$ cat src/psls_pkg.sv
// Shared types and constants for the per-second silence and loudness statistics block.
package psls_pkg;

  localparam int SECONDS_BITS = 24;
  localparam int FRAME_BITS   = 20;

  localparam int SAMPLE_W   = 16;
  localparam int MAG_W      = SAMPLE_W + 1;
  localparam int SIL_W      = 15;
  localparam int LOUD_W     = 15;
  localparam int LCNT_W     = 20;
  localparam int FRAC_W     = 17;
  localparam int SPS_W      = 20;
  localparam int PCT_W      = 7;
  localparam int CFG_ADDR_W = 3;
  localparam int CFG_DATA_W = 20;

  localparam int IN_TDATA_W  = 16;
  localparam int OUT_FIELD_W = 3 * SECONDS_BITS + 2 * PCT_W;
  localparam int OUT_TDATA_W = ((OUT_FIELD_W + 7) / 8) * 8;

  localparam int PROD_W = FRAC_W + FRAME_BITS;
  localparam int QSH_W  = FRAME_BITS + 16;

  // Percent divider: quotient of n*1000/wave never exceeds 1000.
  localparam int QUO_W  = 11;
  localparam int NUM_W  = SECONDS_BITS + 10;
  localparam int STEP_W = $clog2(QUO_W);

  localparam int QUEUE_DEPTH = 4;
  localparam int QPTR_W      = $clog2(QUEUE_DEPTH);

  localparam logic [FRAME_BITS-1:0]   FRAME_MAX = {FRAME_BITS{1'b1}};
  localparam logic [SECONDS_BITS-1:0] SEC_MAX   = {SECONDS_BITS{1'b1}};

  typedef enum logic [CFG_ADDR_W-1:0] {
    REG_SILENCE_LIMIT  = 3'd0,
    REG_LOUD_THRESHOLD = 3'd1,
    REG_LOUD_CNT_LIMIT = 3'd2,
    REG_SILENT_FRAC    = 3'd3,
    REG_SAMPLES_PER_S  = 3'd4,
    REG_EIGHT_BIT      = 3'd5
  } reg_idx_t;

  localparam logic [SIL_W-1:0]  RST_SILENCE_LIMIT  = 15'd100;
  localparam logic [LOUD_W-1:0] RST_LOUD_THRESHOLD = 15'd26000;
  localparam logic [LCNT_W-1:0] RST_LOUD_CNT_LIMIT = 20'd8;
  localparam logic [FRAC_W-1:0] RST_SILENT_FRAC    = 17'd39322;
  localparam logic [SPS_W-1:0]  RST_SAMPLES_PER_S  = 20'd16000;

  typedef struct packed {
    logic [SIL_W-1:0]  silence_limit;
    logic [LOUD_W-1:0] loud_threshold;
    logic [LCNT_W-1:0] loud_count_limit;
    logic [FRAC_W-1:0] silent_fraction_q16;
    logic [SPS_W-1:0]  samples_per_second;
    logic              eight_bit_mode;
  } cfg_t;

  // Classified word handed from the front to the back.
  typedef struct packed {
    logic finish;
    logic quiet;
    logic loud;
  } item_t;

  typedef enum logic [1:0] {
    ST_RUN,
    ST_DIV,
    ST_OUT
  } back_state_t;

endpackage

$ cat src/per_second_silence_loudness_stats_core.sv
// Per-second silence and loudness statistics: top level with config registers.
//
// Input stream: each word is one 16-bit PCM sample (in_tuser = 0) or a finish
// command (in_tuser = 1). Samples are grouped into frames of samples_per_second
// words; every complete frame is judged silent and/or loud. A finish word emits
// one result word (wave, silent and loud seconds, silent and loud percent) and
// clears all counts; a trailing partial frame is discarded.
// A front stage classifies each sample and pushes it into a 4-word queue; the
// back end updates the counters. Samples stream at one per cycle while the back
// end is in its run state; it takes no queue words while it handles a finish.
// A finish word makes the back end load the two percent dividers, run 11
// restoring-division steps (one quotient bit per cycle), then load the result
// register. While the receiver stalls, the result register holds its word;
// the back end waits with the next finish, and samples keep flowing until the
// queue fills. Reset (rst_n low, synchronous) restores register defaults and
// clears all counts, the queue and the result valid flag. Configuration is
// written by cfg_we/cfg_addr/cfg_wdata; the user must write it only while the
// block is idle, which the block itself does not enforce. Unknown indexes are
// ignored.
module per_second_silence_loudness_stats_core import psls_pkg::*; (
  input  logic                   clk,
  input  logic                   rst_n,
  input  logic                   cfg_we,
  input  logic [CFG_ADDR_W-1:0]  cfg_addr,
  input  logic [CFG_DATA_W-1:0]  cfg_wdata,
  input  logic                   in_tvalid,
  output logic                   in_tready,
  input  logic [IN_TDATA_W-1:0]  in_tdata,   // [15:0] sample
  input  logic                   in_tuser,   // [0] action
  output logic                   out_tvalid,
  input  logic                   out_tready,
  // [23:0] wave_seconds, [47:24] silent_seconds, [71:48] loud_seconds,
  // [78:72] silent_percent, [85:79] loud_percent
  output logic [OUT_TDATA_W-1:0] out_tdata
);

  cfg_t  cfg_r;
  logic  push_valid, push_ready, pop_valid, pop_ready;
  item_t push_item, pop_item;

  always_ff @(posedge clk) begin
    if (!rst_n) begin
      cfg_r.silence_limit       <= RST_SILENCE_LIMIT;
      cfg_r.loud_threshold      <= RST_LOUD_THRESHOLD;
      cfg_r.loud_count_limit    <= RST_LOUD_CNT_LIMIT;
      cfg_r.silent_fraction_q16 <= RST_SILENT_FRAC;
      cfg_r.samples_per_second  <= RST_SAMPLES_PER_S;
      cfg_r.eight_bit_mode      <= 1'b0;
    end else if (cfg_we) begin
      unique case (cfg_addr)
        REG_SILENCE_LIMIT:  cfg_r.silence_limit       <= cfg_wdata[SIL_W-1:0];
        REG_LOUD_THRESHOLD: cfg_r.loud_threshold      <= cfg_wdata[LOUD_W-1:0];
        REG_LOUD_CNT_LIMIT: cfg_r.loud_count_limit    <= cfg_wdata[LCNT_W-1:0];
        REG_SILENT_FRAC:    cfg_r.silent_fraction_q16 <= cfg_wdata[FRAC_W-1:0];
        REG_SAMPLES_PER_S:  cfg_r.samples_per_second  <= cfg_wdata[SPS_W-1:0];
        REG_EIGHT_BIT:      cfg_r.eight_bit_mode      <= cfg_wdata[0];
        default: ;
      endcase
    end
  end

  psls_front u_front (
    .cfg        (cfg_r),
    .in_tvalid  (in_tvalid),
    .in_tready  (in_tready),
    .in_tdata   (in_tdata),
    .in_tuser   (in_tuser),
    .push_valid (push_valid),
    .push_ready (push_ready),
    .push_item  (push_item)
  );

  psls_queue u_queue (
    .clk        (clk),
    .rst_n      (rst_n),
    .push_valid (push_valid),
    .push_ready (push_ready),
    .push_item  (push_item),
    .pop_valid  (pop_valid),
    .pop_ready  (pop_ready),
    .pop_item   (pop_item)
  );

  psls_back u_back (
    .clk        (clk),
    .rst_n      (rst_n),
    .cfg        (cfg_r),
    .pop_valid  (pop_valid),
    .pop_ready  (pop_ready),
    .pop_item   (pop_item),
    .out_tvalid (out_tvalid),
    .out_tready (out_tready),
    .out_tdata  (out_tdata)
  );

endmodule

$ cat src/psls_front.sv
// Front end: takes input words and classifies each sample as quiet and/or loud.
module psls_front import psls_pkg::*; (
  input  cfg_t                  cfg,
  input  logic                  in_tvalid,
  output logic                  in_tready,
  input  logic [IN_TDATA_W-1:0] in_tdata,
  input  logic                  in_tuser,
  output logic                  push_valid,
  input  logic                  push_ready,
  output item_t                 push_item
);

  logic [MAG_W-1:0] mag;
  logic [MAG_W-1:0] raw_ext;

  assign raw_ext = {in_tdata[SAMPLE_W-1], in_tdata[SAMPLE_W-1:0]};

  always_comb begin
    if (cfg.eight_bit_mode) begin
      mag = '0;
    end else if (in_tdata[SAMPLE_W-1]) begin
      mag = MAG_W'(-raw_ext);
    end else begin
      mag = raw_ext;
    end
  end

  assign in_tready  = push_ready;
  assign push_valid = in_tvalid;

  always_comb begin
    push_item.finish = in_tuser;
    push_item.quiet  = (mag <= MAG_W'(cfg.silence_limit));
    push_item.loud   = (mag >= MAG_W'(cfg.loud_threshold));
  end

endmodule

$ cat src/psls_queue.sv
// Short register queue between the front and the back.
module psls_queue import psls_pkg::*; (
  input  logic  clk,
  input  logic  rst_n,
  input  logic  push_valid,
  output logic  push_ready,
  input  item_t push_item,
  output logic  pop_valid,
  input  logic  pop_ready,
  output item_t pop_item
);

  item_t             mem_r [QUEUE_DEPTH];
  logic [QPTR_W-1:0] wr_ptr_r, wr_ptr_nxt;
  logic [QPTR_W-1:0] rd_ptr_r, rd_ptr_nxt;
  logic [QPTR_W:0]   count_r, count_nxt;
  logic              do_push, do_pop;

  assign push_ready = (count_r != (QPTR_W+1)'(QUEUE_DEPTH));
  assign pop_valid  = (count_r != '0);
  assign pop_item   = mem_r[rd_ptr_r];
  assign do_push    = push_valid && push_ready;
  assign do_pop     = pop_valid && pop_ready;

  always_comb begin
    wr_ptr_nxt = do_push ? wr_ptr_r + 1'b1 : wr_ptr_r;
    rd_ptr_nxt = do_pop ? rd_ptr_r + 1'b1 : rd_ptr_r;
    count_nxt  = count_r + (QPTR_W+1)'(do_push) - (QPTR_W+1)'(do_pop);
  end

  always_ff @(posedge clk) begin
    if (!rst_n) begin
      wr_ptr_r <= '0;
      rd_ptr_r <= '0;
      count_r  <= '0;
    end else begin
      wr_ptr_r <= wr_ptr_nxt;
      rd_ptr_r <= rd_ptr_nxt;
      count_r  <= count_nxt;
    end
  end

  always_ff @(posedge clk) begin
    if (do_push) begin
      mem_r[wr_ptr_r] <= push_item;
    end
  end

endmodule

$ cat src/psls_back.sv
// Back end: frame counters, second classification, percent divider and result register.
module psls_back import psls_pkg::*; (
  input  logic                   clk,
  input  logic                   rst_n,
  input  cfg_t                   cfg,
  input  logic                   pop_valid,
  output logic                   pop_ready,
  input  item_t                  pop_item,
  output logic                   out_tvalid,
  input  logic                   out_tready,
  output logic [OUT_TDATA_W-1:0] out_tdata
);

  back_state_t state_r, state_nxt;

  logic [FRAME_BITS-1:0]   sif_r, sif_nxt;
  logic [FRAME_BITS-1:0]   quiet_r, quiet_nxt;
  logic [FRAME_BITS-1:0]   loud_r, loud_nxt;
  logic [SECONDS_BITS-1:0] full_r, full_nxt;
  logic [SECONDS_BITS-1:0] silent_r, silent_nxt;
  logic [SECONDS_BITS-1:0] loudsec_r, loudsec_nxt;

  logic [FRAME_BITS-1:0] frame_len;
  logic [PROD_W-1:0]     prod_r;

  logic [NUM_W-1:0]    rem_s_r, rem_s_nxt;
  logic [NUM_W-1:0]    rem_l_r, rem_l_nxt;
  logic [NUM_W-1:0]    dsh_r, dsh_nxt;
  logic [QUO_W-1:0]    q_s_r, q_s_nxt;
  logic [QUO_W-1:0]    q_l_r, q_l_nxt;
  logic [STEP_W-1:0]   step_r, step_nxt;
  logic [SECONDS_BITS-1:0] wave;

  logic                   out_valid_r, out_valid_nxt;
  logic [OUT_TDATA_W-1:0] out_data_r, out_data_nxt;

  logic [FRAME_BITS-1:0] sif_inc, quiet_inc, loud_inc;
  logic                  frame_done, is_silent, is_loud;
  logic                  take;
  logic                  out_free;
  logic                  ge_s, ge_l;
  logic [PCT_W-1:0]      pct_s, pct_l;

  // (q + 5) / 10 for q <= 1000, by reciprocal multiply
  function automatic logic [PCT_W-1:0] round_pct(input logic [QUO_W-1:0] q);
    logic [QUO_W:0]    qa;
    logic [QUO_W+8:0]  m;
    qa = (QUO_W+1)'(q) + (QUO_W+1)'(5);
    m  = (QUO_W+9)'(qa) * (QUO_W+9)'(205);
    return m[QUO_W+6:QUO_W];
  endfunction

  function automatic logic [SECONDS_BITS-1:0] sat_inc(input logic [SECONDS_BITS-1:0] v);
    return (v == SEC_MAX) ? v : v + 1'b1;
  endfunction

  assign frame_len = (cfg.samples_per_second == '0) ? FRAME_BITS'(1)
                                                    : FRAME_BITS'(cfg.samples_per_second);

  // Threshold for a silent second; registered from the configured fraction and frame length
  always_ff @(posedge clk) begin
    prod_r <= PROD_W'(cfg.silent_fraction_q16) * PROD_W'(frame_len);
  end

  assign wave      = sat_inc(full_r);
  assign out_free  = !out_valid_r || out_tready;
  assign pop_ready = (state_r == ST_RUN);
  assign take      = pop_valid && pop_ready;

  assign sif_inc   = (sif_r == FRAME_MAX) ? sif_r : sif_r + 1'b1;
  assign quiet_inc = (pop_item.quiet && quiet_r != FRAME_MAX) ? quiet_r + 1'b1 : quiet_r;
  assign loud_inc  = (pop_item.loud && loud_r != FRAME_MAX) ? loud_r + 1'b1 : loud_r;
  assign frame_done = (sif_inc >= frame_len);
  assign is_silent  = (PROD_W'({quiet_inc, 16'd0}) > prod_r);
  assign is_loud    = (LCNT_W'(loud_inc) > cfg.loud_count_limit);

  assign ge_s  = (rem_s_r >= dsh_r);
  assign ge_l  = (rem_l_r >= dsh_r);
  assign pct_s = round_pct(q_s_r);
  assign pct_l = round_pct(q_l_r);

  always_comb begin
    state_nxt     = state_r;
    sif_nxt       = sif_r;
    quiet_nxt     = quiet_r;
    loud_nxt      = loud_r;
    full_nxt      = full_r;
    silent_nxt    = silent_r;
    loudsec_nxt   = loudsec_r;
    rem_s_nxt     = rem_s_r;
    rem_l_nxt     = rem_l_r;
    dsh_nxt       = dsh_r;
    q_s_nxt       = q_s_r;
    q_l_nxt       = q_l_r;
    step_nxt      = step_r;
    out_valid_nxt = out_valid_r && !out_tready;
    out_data_nxt  = out_data_r;

    unique case (state_r)
      ST_RUN: begin
        if (take && pop_item.finish) begin
          // n*1000 = n*1024 - n*16 - n*8; divisor starts at wave << (QUO_W-1)
          rem_s_nxt = (NUM_W'(silent_r) << 10) - (NUM_W'(silent_r) << 4)
                    - (NUM_W'(silent_r) << 3);
          rem_l_nxt = (NUM_W'(loudsec_r) << 10) - (NUM_W'(loudsec_r) << 4)
                    - (NUM_W'(loudsec_r) << 3);
          dsh_nxt   = NUM_W'(wave) << (QUO_W - 1);
          q_s_nxt   = '0;
          q_l_nxt   = '0;
          step_nxt  = STEP_W'(QUO_W - 1);
          state_nxt = ST_DIV;
        end else if (take) begin
          if (frame_done) begin
            full_nxt = sat_inc(full_r);
            if (is_silent) silent_nxt = sat_inc(silent_r);
            if (is_loud) loudsec_nxt = sat_inc(loudsec_r);
            sif_nxt   = '0;
            quiet_nxt = '0;
            loud_nxt  = '0;
          end else begin
            sif_nxt   = sif_inc;
            quiet_nxt = quiet_inc;
            loud_nxt  = loud_inc;
          end
        end
      end
      ST_DIV: begin
        if (ge_s) rem_s_nxt = rem_s_r - dsh_r;
        if (ge_l) rem_l_nxt = rem_l_r - dsh_r;
        q_s_nxt = {q_s_r[QUO_W-2:0], ge_s};
        q_l_nxt = {q_l_r[QUO_W-2:0], ge_l};
        dsh_nxt = dsh_r >> 1;
        if (step_r == '0) begin
          state_nxt = ST_OUT;
        end else begin
          step_nxt = step_r - 1'b1;
        end
      end
      ST_OUT: begin
        // hold until the result register is free, then report and clear
        if (out_free) begin
          out_valid_nxt = 1'b1;
          out_data_nxt  = OUT_TDATA_W'({pct_l, pct_s, loudsec_r, silent_r, wave});
          sif_nxt       = '0;
          quiet_nxt     = '0;
          loud_nxt      = '0;
          full_nxt      = '0;
          silent_nxt    = '0;
          loudsec_nxt   = '0;
          state_nxt     = ST_RUN;
        end
      end
      default: state_nxt = ST_RUN;
    endcase
  end

  always_ff @(posedge clk) begin
    if (!rst_n) begin
      state_r     <= ST_RUN;
      sif_r       <= '0;
      quiet_r     <= '0;
      loud_r      <= '0;
      full_r      <= '0;
      silent_r    <= '0;
      loudsec_r   <= '0;
      out_valid_r <= 1'b0;
    end else begin
      state_r     <= state_nxt;
      sif_r       <= sif_nxt;
      quiet_r     <= quiet_nxt;
      loud_r      <= loud_nxt;
      full_r      <= full_nxt;
      silent_r    <= silent_nxt;
      loudsec_r   <= loudsec_nxt;
      out_valid_r <= out_valid_nxt;
    end
  end

  always_ff @(posedge clk) begin
    rem_s_r    <= rem_s_nxt;
    rem_l_r    <= rem_l_nxt;
    dsh_r      <= dsh_nxt;
    q_s_r      <= q_s_nxt;
    q_l_r      <= q_l_nxt;
    step_r     <= step_nxt;
    out_data_r <= out_data_nxt;
  end

  assign out_tvalid = out_valid_r;
  assign out_tdata  = out_data_r;

endmodule
$ cat config.mk
export PLATFORM = sky130hd
export DESIGN_NAME = per_second_silence_loudness_stats_core
export DESIGN_NICKNAME = d
export VERILOG_FILES = /design/src/psls_pkg.sv /design/src/per_second_silence_loudness_stats_core.sv /design/src/psls_front.sv /design/src/psls_queue.sv /design/src/psls_back.sv
export SDC_FILE = /design/constraint.sdc
export NUM_CORES = 2
export LEC_CHECK = 0
export ABC_AREA = 1
export BUFFER_PORTS_ARGS = -buffer_cell sky130_fd_sc_hd__buf_2
export CORE_MARGIN = 4
export CORE_UTILIZATION = 55
export CTS_CLUSTER_DIAMETER = 40
export DETAILED_ROUTE_END_ITERATION = 8
export GPL_TIMING_DRIVEN = 0
export PLACE_DENSITY = 0.72
export SETUP_SLACK_MARGIN = 0.1
export SYNTH_ARGS = -nofsm -noshare
export SYNTH_HDL_FRONTEND = slang
export SYNTH_SLANG_ARGS = --single-unit
$ cat constraint.sdc
create_clock -name clk -period 7.21 [get_ports clk]
set_input_delay 0.3605 -clock clk [delete_from_list [all_inputs] [get_ports clk]]
set_output_delay 0.3605 -clock clk [all_outputs]
set_load 0.005 [all_outputs]
Word level (Yosys, flattened, before mapping):

Memory sizes are Yosys's and may differ from the RTL's. A register that Yosys moved wholly into a read port is not among the register bits.
Index checks and enable logic that the tools add are counted.

* add/sub/neg operators: 20
* multipliers: 3
* divide/modulo/power cells: 0
* order comparisons: 7
* eq/ne operators: 27
* shift-type cells: 0
* muxes and demuxes: 61
* bitwise gates (word level): 0
* reductions and logical operators: 32

Operators with widths (count)
* 24-bit two-way mux: 15
* 20-bit two-way mux: 14
* 34-bit one-hot mux with 2 select lines: 3
* 34-bit two-way mux: 5
* 24-bit one-hot mux with 2 select lines: 3
* 20-bit one-hot mux with 2 select lines: 3
* 24-bit by 1-bit adder with 24-bit output, second input constant: 3
* 24-bit equality test, second input constant: 3
* 34-bit >= comparator: 2
* 34-bit by 27-bit subtractor with 34-bit output: 2
* 34-bit by 28-bit subtractor with 34-bit output: 2
* 34-bit subtractor: 2
* 20-bit by 1-bit adder with 20-bit output, second input constant: 3
* 11-bit one-hot mux with 2 select lines: 2
* 20-bit inequality test, second input constant: 2
* 36-bit by 37-bit greater-than comparator with 1-bit output: 1
* 17-bit by 20-bit multiplier with 37-bit output: 1
* 12-bit by 8-bit multiplier with 18-bit output, second input constant: 2
* 17-bit two-way mux: 2
* 11-bit by 3-bit adder with 12-bit output, second input constant: 2
* 20-bit equality test, second input constant: 1
* 20-bit >= comparator: 1
* 20-bit greater-than comparator: 1
* 20-bit zero test: 1
* 34 further kinds: 74

* register bits after elaboration: 481
* bits in latches: 0
* memory bits (writable): 12
* ROM bits: 0
* bits of input ports: 45
* output and inout port bits: 90
* word-level logic and storage cells: 176
* memories kept: 1

Memories
* u_queue.mem_r: depth 4, width 3, rd ports 1, clocked after memory_dff 1, write ports 1, line psls_queue.sv:13 `item_t mem_r [QUEUE_DEPTH];`

Depth between registers and ports, before layout:

* word-level depth: 9
* depth in mapped cells: 32
* gate-level depth less buffers: 30

Modules after synthesis:

From an unflattened synthesis, not the netlist that was laid out.

* cells, all modules: 6658
* area total of the unflattened synthesis: 48715.5 um^2

By module, submodules not included
* psls_back: times used 1, cells each 5849, area an instance 43028.8 um^2
* per_second_silence_loudness_stats_core: times used 1, cells each 490, area an instance 3463.3 um^2
* psls_front: times used 1, cells each 225, area an instance 1295.0 um^2
* psls_queue: times used 1, cells each 94, area an instance 928.4 um^2

Worst setup path after synthesis:

OpenSTA, ideal clock, no wires.

* path type: register to register
* from: register cfg_r[9] in the netlist's numbering
* to: register u_back.prod_r[30]
* arrival: 5.690 ns
* required time: 7.090 ns
* path slack: 1.400 ns
* cell stages (with the launch flop): 23
* buffers on the path: 1
* period minus slack after synthesis: 5.810 ns
* cells stage by stage: dfxtp_1 -> clkbuf_1 -> nor4_1 -> nand4_1 -> nand2_1 -> nand2_1 -> fa_1 -> fa_1 -> inv_1 -> fa_1 -> fa_1 -> fa_1 -> inv_1 -> fa_1 -> inv_1 -> ha_1 -> nand2_1 -> nor2_1 -> nand2_1 -> o21ai_0 -> a21oi_1 -> o211ai_1 -> nand2_1

* word-level cells in the longest chain between the ends: 3

Ends and longest elaborated chain
* start: declaration: line per_second_silence_loudness_stats_core.sv:37 `cfg_t cfg_r;`
* 20-bit zero test: line psls_back.sv:57 `assign frame_len = (cfg.samples_per_second == '0) ? FRAME_BITS'(1)`
* 20-bit two-way mux *: line psls_back.sv:57
* 17-bit by 20-bit multiplier with 37-bit output *: line psls_back.sv:62 `prod_r <= PROD_W'(cfg.silent_fraction_q16) * PROD_W'(frame_len);`
* end signal: assignment: line psls_back.sv:62
* end: declaration: line psls_back.sv:24 `logic [PROD_W-1:0] prod_r;`

Mark *: on every way between the ends. The rest lies on a longest branch, timed or not.
A chain may end at the register's enable or synchronous reset.

Final worst setup path:

* from: register cfg_r[20] in the netlist's numbering
* to: register u_back.prod_r[29]

The elaborated chain is that of the path after synthesis.

==> summary.md <==
| Metric | Value |
|---|---|
| Status | `completed` |
| Sequential cell area | `12200 sq um` |
| Area Growth Syn to Fin | `10.6%` |
| Via count of the first global-routing pass | `42200` |
| # clock sinks | `495` |
| Drt first-iter violations | `3746` |
| Top cell type's share of synthesized area | `0.146` |
| DRC Markers | `0` |
| Post-DP Area | `50500 sq um` |
| CTS tree | `done` |
| Critical Path AT | `7380 ps` |
| Synth Flop Type | `dfxtp_1` |
| H-tree levels | `3` |
| Cell count after synthesis | `6433` |
| Syn Std Cell Area | `48300 sq um` |
| Remaining global-route overflow | `0` |
| Final worst slack | `392 ps` |
| Critical path required time | `7770 ps` |
| DRT Wirelength | `148000 um` |
| Commonest non-fill, non-tap cell in the layout | `nand2_1` |
| Clock root buffer | `clkbuf_16` |
| Critical Path End Type | `register` |
| Tightest Pin Transition | `1140 ps` |
| Detail Route Antenna Nets | `0` |
| Layout cell share with drive strength beyond 1 | `0.0663` |
| #FFs+latches synth | `495` |
| Vias per cell | `5.50` |
| Die ar. | `92700 sq um` |
| Post-DP HPWL | `120000 um` |
| # diodes | `0` |
| Gr usage total | `0.313` |
| Final Hold Viols | `0` |
| Post-synth EDFFs | `226` |
| I/O Buffers | `130` |
| Die width | `304 um` |
| RSZ-0062 raised after global routing | `false` |
| Max Transition Viols Final | `0` |
| Insertion delay to the later sink of the worst-skew pair | `660 ps` |
| Highest clock rate | `147 MHz` |
| MaxCap Viol Count | `0` |
| Routability congestion estimate from global placement | `0.993` |
| Min Tclk post-route | `6820 ps` |
| FF-to-FF path depth | `20` |
| Clock Path Buffers | `3` |
| Final period util | `0.946` |
| Number of cell rows | `108` |
| Num CTS Buffers | `85` |
| Commonest non-fill, non-tap cells in the layout | `nand2_1, inv_1, nor2_1` |
| Crit path kind | `register to register` |
| Vias | `43400` |
| Final std cell area, no fill | `53500 sq um` |
| Area leader, netlist | `fa_1` |
| Synth cell types | `54` |
| Pre-CTS setup slack | `20.2 ps` |
| First-pass GRT wire length | `231000 um` |
| Multi-input logic area | `30900 sq um` |
| Utilization after layout | `0.614` |
| Initial core utilization | `0.555` |
| Core area | `87000 sq um` |
| Clk pin slew, worst setup/hold paths | `60 ps` |
| Worst-path maximum fanout | `10` |
| Asr flop ratio synth | `0` |
| Drt pass-1 iters | `6` |
| WL per Instance | `18.8 um` |
| Largest net degree at the start of global routing | `41` |
| Synth top area cells | `fa_1, edfxtp_1, ha_1` |
| Die Y | `304 um` |
| Hold Path Stages | `3` |
| I/O Pins | `135` |
| Register area share after synthesis | `0.252` |
| Setup violations, final | `0` |
| HP Class | `primary input to register` |
| Fill count | `8115` |
| Slew HR | `0.239` |
| Synth warn | `0` |
| Syn_area_per_cell | `7.51 sq um` |
| Initial antenna violation count | `2` |
| Startpoint types | `register` |
| Layout Nets | `7540` |
| Clk_skew | `30.0 ps` |
metrics by stage:
stage / cells / TNS [ps] / hold slack [ps]
3_3_place_gp: 7719 / -45420 / 449
6_report: 7877 / 0 / 41.8
5_1_grt: 7877 / 0 / 18.5
4_1_cts: 7884 / 0 / 4.11
3_5_place_dp: 7723 / 0 / 455
2_1_floorplan: 6434 / 0 / 435
critical path, cell delays in order (launching register included):
cell and delay (ps):
dfxtp_1 310, clkbuf_1 640, buf_1 560, nand2_1 170
fa_1 540, fa_1 570, inv_1 60, fa_1 490
fa_1 500, fa_1 490, inv_1 50, fa_1 630
inv_1 80, ha_1 400, nand2_1 140, nor2_1 180
inv_1 80, nor3_1 290, inv_1 70, o211ai_1 280
xor2_1 180
per-layer routing:
layer	wire, um	global-route usage	share of wire
met4	6720	0.127	0.045
met2	69700	0.531	0.47
met1	61500	0.405	0.42
met5	15	0	0.00010
met3	10100	0.0421	0.068
state kept, by name, summed over array words and instances (netlist names), 34 cells and up, named ones only:
signal and cells:
u_back.dsh_r 34, cfg_r 88, u_back.prod_r 37, u_back.out_tdata 86
u_back.rem_l_r 34, u_back.rem_s_r 34
timing repair:
item | 4_1_cts | 5_1_grt
pin swaps | 0 | 0
gates resized for setup | 0 | 4
endpoints found under the setup margin | 2 | 9
hold buffers | 4 | 0
buffers inserted | 0 | 0
hold endpoints to repair | 6 | 0
cells in the mapped netlist, drive strengths merged, types with 17 or more instances:
cell type and number:
a21o 33, xor2 129, nand3b 26, inv 1162, edfxtp 226, nor3 86, nor2 525, xnor2 49
fa 352, buf 53, nand4 75, o211ai 27, clkbuf 134, ha 493, o21ai 371, nand3 287
a21oi 531, or2 27, dfxtp 269, o21bai 17, nand2 1484
path summary, 6_finish.rpt:
check                                  startpoint  slack, ps                         endpoint
hold reg to reg   u_back.quiet_r[19]$_SDFFE_PN0P_        460  u_back.quiet_r[19]$_SDFFE_PN0P_
setup reg to reg           cfg_r[20]$_SDFFE_PN0P_        390        u_back.prod_r[29]$_DFF_P_
setup / recovery           cfg_r[20]$_SDFFE_PN0P_        390        u_back.prod_r[29]$_DFF_P_
hold / removal                       cfg_wdata[6]         40           cfg_r[79]$_SDFFE_PN1P_
final cells by class:
cell class,instances,share of cell area
multi-input combinational,4586,0.579
sequential,495,0.228
inverter,1166,0.0819
clock buffer,94,0.0413
tap,1155,0.0270
buffer,178,0.0155
timing repair buffer,138,0.0144
clock inverter,65,0.0135
kinds of logic (layout without fill, tap and decap cells):
family,Yosys count,in the layout,share of synthesized area
AO/OA/AOI/OAI,1033,1033,0.116
XOR/XNOR,178,178,0.0323
adder cells (fa/ha/maj),845,845,0.273
buffers and inverters,1353,1641,0.108
flip-flops,495,495,0.252
other,1,2,0.0000776
AND/OR/NAND/NOR,2528,2528,0.218
Power is left out: the tool's default activity adds up to more than one toggle a clock period on the data nets, which glitch-free logic cannot reach.
